**src/tea_pkg.sv**
```systemverilog
`default_nettype none
// ----------------------------------------------------------------------------
// tea_pkg
// Shared types and constants for the TEA block encryption pipeline.
// ----------------------------------------------------------------------------
package tea_pkg;

  // Word and round geometry
  localparam int WORD_W    = 32;
  localparam int ROUNDS    = 32;
  localparam int LATENCY   = 2 * ROUNDS;
  localparam int SHIFT_L   = 4;
  localparam int SHIFT_R   = 5;
  localparam logic [WORD_W-1:0] DELTA = 32'h9e37_79b9;

  // Configuration register indexes
  localparam int CFG_IDX_W = 8;
  localparam logic [CFG_IDX_W-1:0] REG_KEY0 = 8'd0;
  localparam logic [CFG_IDX_W-1:0] REG_KEY1 = 8'd1;
  localparam logic [CFG_IDX_W-1:0] REG_KEY2 = 8'd2;
  localparam logic [CFG_IDX_W-1:0] REG_KEY3 = 8'd3;

  // One word in flight: a is the word passed through, b the word to update
  typedef struct packed {
    logic              valid;
    logic [WORD_W-1:0] a;
    logic [WORD_W-1:0] b;
  } stage_t;

  // Key pair used by one half-round
  typedef struct packed {
    logic [WORD_W-1:0] kl;
    logic [WORD_W-1:0] kr;
  } key_pair_t;

  // Round sum for round r (zero based): delta times (r + 1), modulo 2^32
  function automatic logic [WORD_W-1:0] round_sum(input int r);
    logic [63:0] prod;
    prod = 64'(DELTA) * 64'(r + 1);
    return prod[WORD_W-1:0];
  endfunction

endpackage
`default_nettype wire

```
**src/tea_half_round.sv**
```systemverilog
`default_nettype none
// ----------------------------------------------------------------------------
// tea_half_round
// One registered Feistel half-round: adds the mix of the passed word into the
// updated word and swaps the pair on the way out.
// ----------------------------------------------------------------------------
module tea_half_round (
  input  wire                          clk,
  input  wire                          rst,
  input  wire  tea_pkg::stage_t        din,
  input  wire  tea_pkg::key_pair_t     keys,
  input  wire  [tea_pkg::WORD_W-1:0]   sum,
  output tea_pkg::stage_t              dout
);

  logic [tea_pkg::WORD_W-1:0] term_l;
  logic [tea_pkg::WORD_W-1:0] term_s;
  logic [tea_pkg::WORD_W-1:0] term_r;
  logic [tea_pkg::WORD_W-1:0] mix;
  logic [tea_pkg::WORD_W-1:0] upd;

  // Mix the passed word with key pair and round sum
  always_comb begin
    term_l = (din.a << tea_pkg::SHIFT_L) + keys.kl;
    term_s = din.a + sum;
    term_r = (din.a >> tea_pkg::SHIFT_R) + keys.kr;
    mix    = term_l ^ term_s ^ term_r;
    upd    = din.b + mix;
  end

  // Advance the valid bit and swap the pair: the updated word is passed on
  // to the next half-round
  always_ff @(posedge clk) begin
    if (rst) begin
      dout.valid <= 1'b0;
    end else begin
      dout.valid <= din.valid;
    end
    dout.a <= upd;
    dout.b <= din.a;
  end

endmodule
`default_nettype wire

```
**config.mk**
```make
export PLATFORM = sky130hd
export DESIGN_NAME = tea_half_round
export DESIGN_NICKNAME = d
export VERILOG_FILES = /design/src/tea_pkg.sv /design/src/tea_half_round.sv
export SDC_FILE = /design/constraint.sdc
export NUM_CORES = 1
export LEC_CHECK = 0
export BUFFER_PORTS_ARGS = -buffer_cell sky130_fd_sc_hd__buf_2
export CORE_MARGIN = 2
export CORE_UTILIZATION = 55
export CTS_BUF_LIST = sky130_fd_sc_hd__clkbuf_8
export DETAILED_ROUTE_END_ITERATION = 7
export PLACE_DENSITY = 0.95
export SLEW_MARGIN = 20
export SYNTH_ARGS = -nofsm -noshare
export SYNTH_HDL_FRONTEND = slang
export SYNTH_SLANG_ARGS = --single-unit
```
**constraint.sdc**
```tcl
create_clock -name clk -period 8.2 [get_ports clk]
set_input_delay 2.05 -clock clk [delete_from_list [all_inputs] [get_ports clk]]
set_output_delay 2.05 -clock clk [all_outputs]
set_load 0.02 [all_outputs]
```
### Yosys cells after proc, flatten, opt, wreduce, memory -nomap -nowiden

Index checks and enable logic that the tools add are counted.

| word-level totals | value |
|---|---|
| bits in registers | 65 |
| output and inout port bits | 65 |
| logic and storage cells | 9 |

| operators by class | value |
|---|---|
| bitwise operators | 2 |
| add/sub/neg operators | 4 |

Operator list:

| cell | count |
|---|---|
| 32-bit adder | 3 |
| 32-bit bitwise XOR | 2 |
| 27-bit by 32-bit adder with 32-bit output | 1 |

### Longest topological paths before layout

| logic depth | value |
|---|---|
| depth after elaboration | 4 |
| gate-level depth with buffers | 23 |
| mapped depth without buffers | 23 |

### Worst setup path before layout

Ideal clock, no wire load.

| timing path | value |
|---|---|
| path type | input to register |
| from | input port din[32] (netlist bit) |
| to | register dout[61] (netlist bit) |
| data arrival time | 5.864 ns |
| path buffers | 0 |
| setup time | 0.072 ns |
| cell stages on the path | 22 |
| path slack | 2.264 ns |
| path through | ha_1 > inv_1 > fa_1 > nor2b_1 > o21a_1 > o21ai_2 > a211oi_1 > or3_1 > a31oi_1 > xnor2_1 > xnor2_1 > xnor2_1 > ha_1 > a21o_1 > a211oi_1 > o211ai_1 > and3_1 > a221o_1 > a21oi_1 > o21ai_1 > o21ai_0 > xnor2_1 |

| between the ends | value |
|---|---|
| word-level cells in the longest chain between the ends | 4 |
| elaborated cells on any way between the ends | 5 |
| classes of those cells | 3 x add/sub; 2 x bitwise |

RTL lines:

| item | line | RTL |
|---|---|---|
| start, declared | tea_half_round.sv:10 | `input wire tea_pkg::stage_t din,` |
| 32-bit adder (on tied branches) | tea_half_round.sv:25, tea_half_round.sv:24 |  |
| 32-bit bitwise XOR * (2 in a row) | tea_half_round.sv:27 | `mix = term_l ^ term_s ^ term_r;` |
| 32-bit adder * | tea_half_round.sv:28 | `upd = din.b + mix;` |
| net upd (one bit) | tea_half_round.sv:20 | `logic [tea_pkg::WORD_W-1:0] upd;` |
| end, declared | tea_half_round.sv:13 | `output tea_pkg::stage_t dout` |

Mark *: on every way through the listed nets, which the timed path passes. The rest lies on a longest branch.
A chain may end at the register's enable or synchronous reset.

### Worst setup path after layout

Ends and elaborated chain as after synthesis.

==> impl_metrics.toml <==
[run_status]
outcome = "complete, no violations"

[finish]
largest_registers = "dout: 65 flops"
layout.cells.non_filler = 1311
fin_nets = 1417
regMostFlops = "dout"
final_layout_size_suffix_gt1_frac = 0.230
largest_reg_flops = 65
area_delta_synth_final_pct = 20.2

[clocking]
clock-sinks = 65
postCtsSetupRepairBufs = 0
cts_resized = 0
hold_buffers = 0
cts_max_level = 3
cts_tree = "done"
clockBufferDepth = 2
cts.clk_slew.worst_paths_ns = 0.08
cts_root_buf = "clkbuf_8"
cts_buffers = 9

[sta]
tightest_slew_ns = 0.613
final_hold_viol_count = 0
setup_viol = 0
slew_violations = 0
relSlewSlack = 0.589
layout_min_cycle_time_ns = 6.50
tns_ns = 0
period_share = 0.793
rsz0062_at_grt = "no"
fmaxAchievable_mhz = 154

[pwr]
ir_drop_uv = 116
total_power_mw = 2.52
power.leakage_nw = 4.39
p_per_area_nw_per_um2 = 275

[grt]
overflow = 0
grt_pass1_vias = 7382
track_usage = 0.307
grt_pass1_wl_um = 35700
antenna_found_initial = 1
grt_max_degree = 13

[placed_design]
dp_hpwl_um = 19300
dpl.cell_count = 1294
globalplace.congestion = 0.979
numPortBuffers = 227

[synthesis]
synth.area.top_cells = "ha_1 20%, xnor2_1 17%, dfxtp_1 17%, a21oi_1 6.0%, a21o_1 5.7%"
ys_seq_area_frac = 0.171
synth_ff_type = "dfxtp_1"
yosysMostFrequentCell = "xnor2_1"
synth_enable_flop_cells = 0
postSynthCellCount = 899
async_reset_ff_frac = 0
synth_top_area_frac = 0.199
synth_area_um2 = 7600
yosysWarnings = 0
ys_ff_latch = 65
synth_common_cells = "150 x xnor2_1, 121 x ha_1, 91 x a21oi_1, 65 x dfxtp_1, 58 x a21o_1"
yosys.area.top_type = "ha_1"
synth.net_count = 1187
ys_types = 66
postSynthAreaPerCell_um2 = 8.45

[detailed_routing]
wl_per_cell_um = 17.6
ant_nets = 0
drtPass1Iterations = 6
drc_errors = 0
num_vias = 7820
drt-total-wl_um = 23100
drt_iter0_drc = 691
post_drt_via_cell_ratio = 5.96

[setup_path]
worst-path-max-fanout = 4
required_ns = 8.50
crit_arrival_ns = 6.81
cp_common_cell = "xnor2_1"
slowest_stage = "fa_1"
endpoint_kind = "register"
critPathKind = "in -> reg"
max_stage_delay_ns = 0.44
crit_buf_inv = 1
critPathLaunchType = "primary input"
path_delay_family = "compound AO/OA/AOI/OAI gates"
worstPathCellList = "buf_2, ha_1, fa_1, a211oi_1, o21a_1, a2bb2oi_1, nand2b_1, a21oi_1, o21a_1, o21ai_0, xnor2_1, xnor2_1, ha_1, a211oi_1, o211ai_1, and3_1, a221o_1, a21oi_1, o21ai_1, o21ai_0, xnor2_1"

[die]
core_area_um2 = 13300
dieArea_um2 = 14800
dieHeight_um = 122
pin_count = 228
rows = 42
die_x_um = 122
start_util = 0.569

[worst_hold_path]
hold_depth = 1
min-delay-start = "din[34]"
hold_end = "dout[2]"
hold_class = "in -> reg"

[job]
cap_viol_max_count = 0
[per-stage QoR]
step                hold slack, ns  instance area (µm²)  setup WS [ns]   util
floorplan                     2.08                 7600           2.26      -
global placement              2.18                 8920           1.77  0.669
detailed placement            2.19                 8920           1.51  0.669
CTS                           1.79                 9130           1.87  0.684
global route                  1.81                 9130           1.39  0.684
finish                        1.80                 9130           1.70  0.684
[power breakdown]
| part | internal (mW) | total [mW] | leakage, nW | switching (mW) |
|---|---|---|---|---|
| clock network | 0.149 | 0.296 | 0.0985 | 0.147 |
| logic | 0.766 | 1.78 | 3.74 | 1.01 |
| registers | 0.422 | 0.442 | 0.548 | 0.0199 |
[per-layer routing]
layer	part of all wire	vias to the layer above	track usage	wire length [µm]
li1	-	3785	-	-
met3	0.090	60	0.0538	2080
met4	0.030	0	0.124	687
met2	0.44	401	0.488	10300
met5	0	-	0	0
met1	0.44	3574	0.414	10100
[worst max-delay path by stage]
stage | startpoint | endpoint | slack, ns | depth (start not counted)
after floorplan | din[32] | dout[61] | 2.26 | 22
after global placement | din[37] | dout[61] | 1.77 | 22
after detailed placement | din[32] | dout[61] | 1.51 | 21
after CTS | din[32] | dout[61] | 1.87 | 21
after global routing | din[32] | dout[61] | 1.39 | 21
final | din[32] | dout[61] | 1.70 | 21
[cell usage in the layout (no fill, tap or decap), types with 3 or more instances in the layout]
cell type,synthesis,layout
xor2_1,26,26
nor2b_1,8,8
a211oi_1,16,16
a31oi_1,12,12
o21ai_0,35,35
a21o_1,58,58
nand2b_1,9,9
clkbuf_8,0,10
inv_1,24,24
dfxtp_1,65,65
nor2_1,52,52
and2_1,5,5
nor3_1,13,13
o31ai_1,4,4
buf_2,0,227
o21bai_1,15,15
or3_1,6,6
nand2_1,50,50
and3_1,13,13
a211o_1,4,4
o211ai_1,10,10
nand3_1,14,14
a21oi_1,91,91
xnor2_1,150,150
ha_1,121,121
nand4_1,9,9
o2111ai_1,5,5
o21ai_1,9,9
fa_1,4,4
a211oi_2,3,3
a31o_2,4,4
o21a_1,15,15
[kinds of logic after synthesis]
kind of cell / synth area share
buffers and inverters: 0.0158
and+or+nand+nor: 0.117
DFF: 0.171
muxes: 0.00132
adders and majority gates: 0.210
AOI/OAI and AO/OA: 0.279
xor gates and xnor gates: 0.206
[area by class of cell]
type                            count  area, µm²
Multi-Input combinational cell    802       6180
Fill cell                        1112       4220
Sequential cell                    65       1300
Timing Repair Buffer              227       1140
Tap cell                          176        220
Clock buffer                       10        138
Inverter                           24       90.1
Clock inverter                      6       67.6
Antenna cell                        1       2.50
Power figures use the tool's default switching activity.
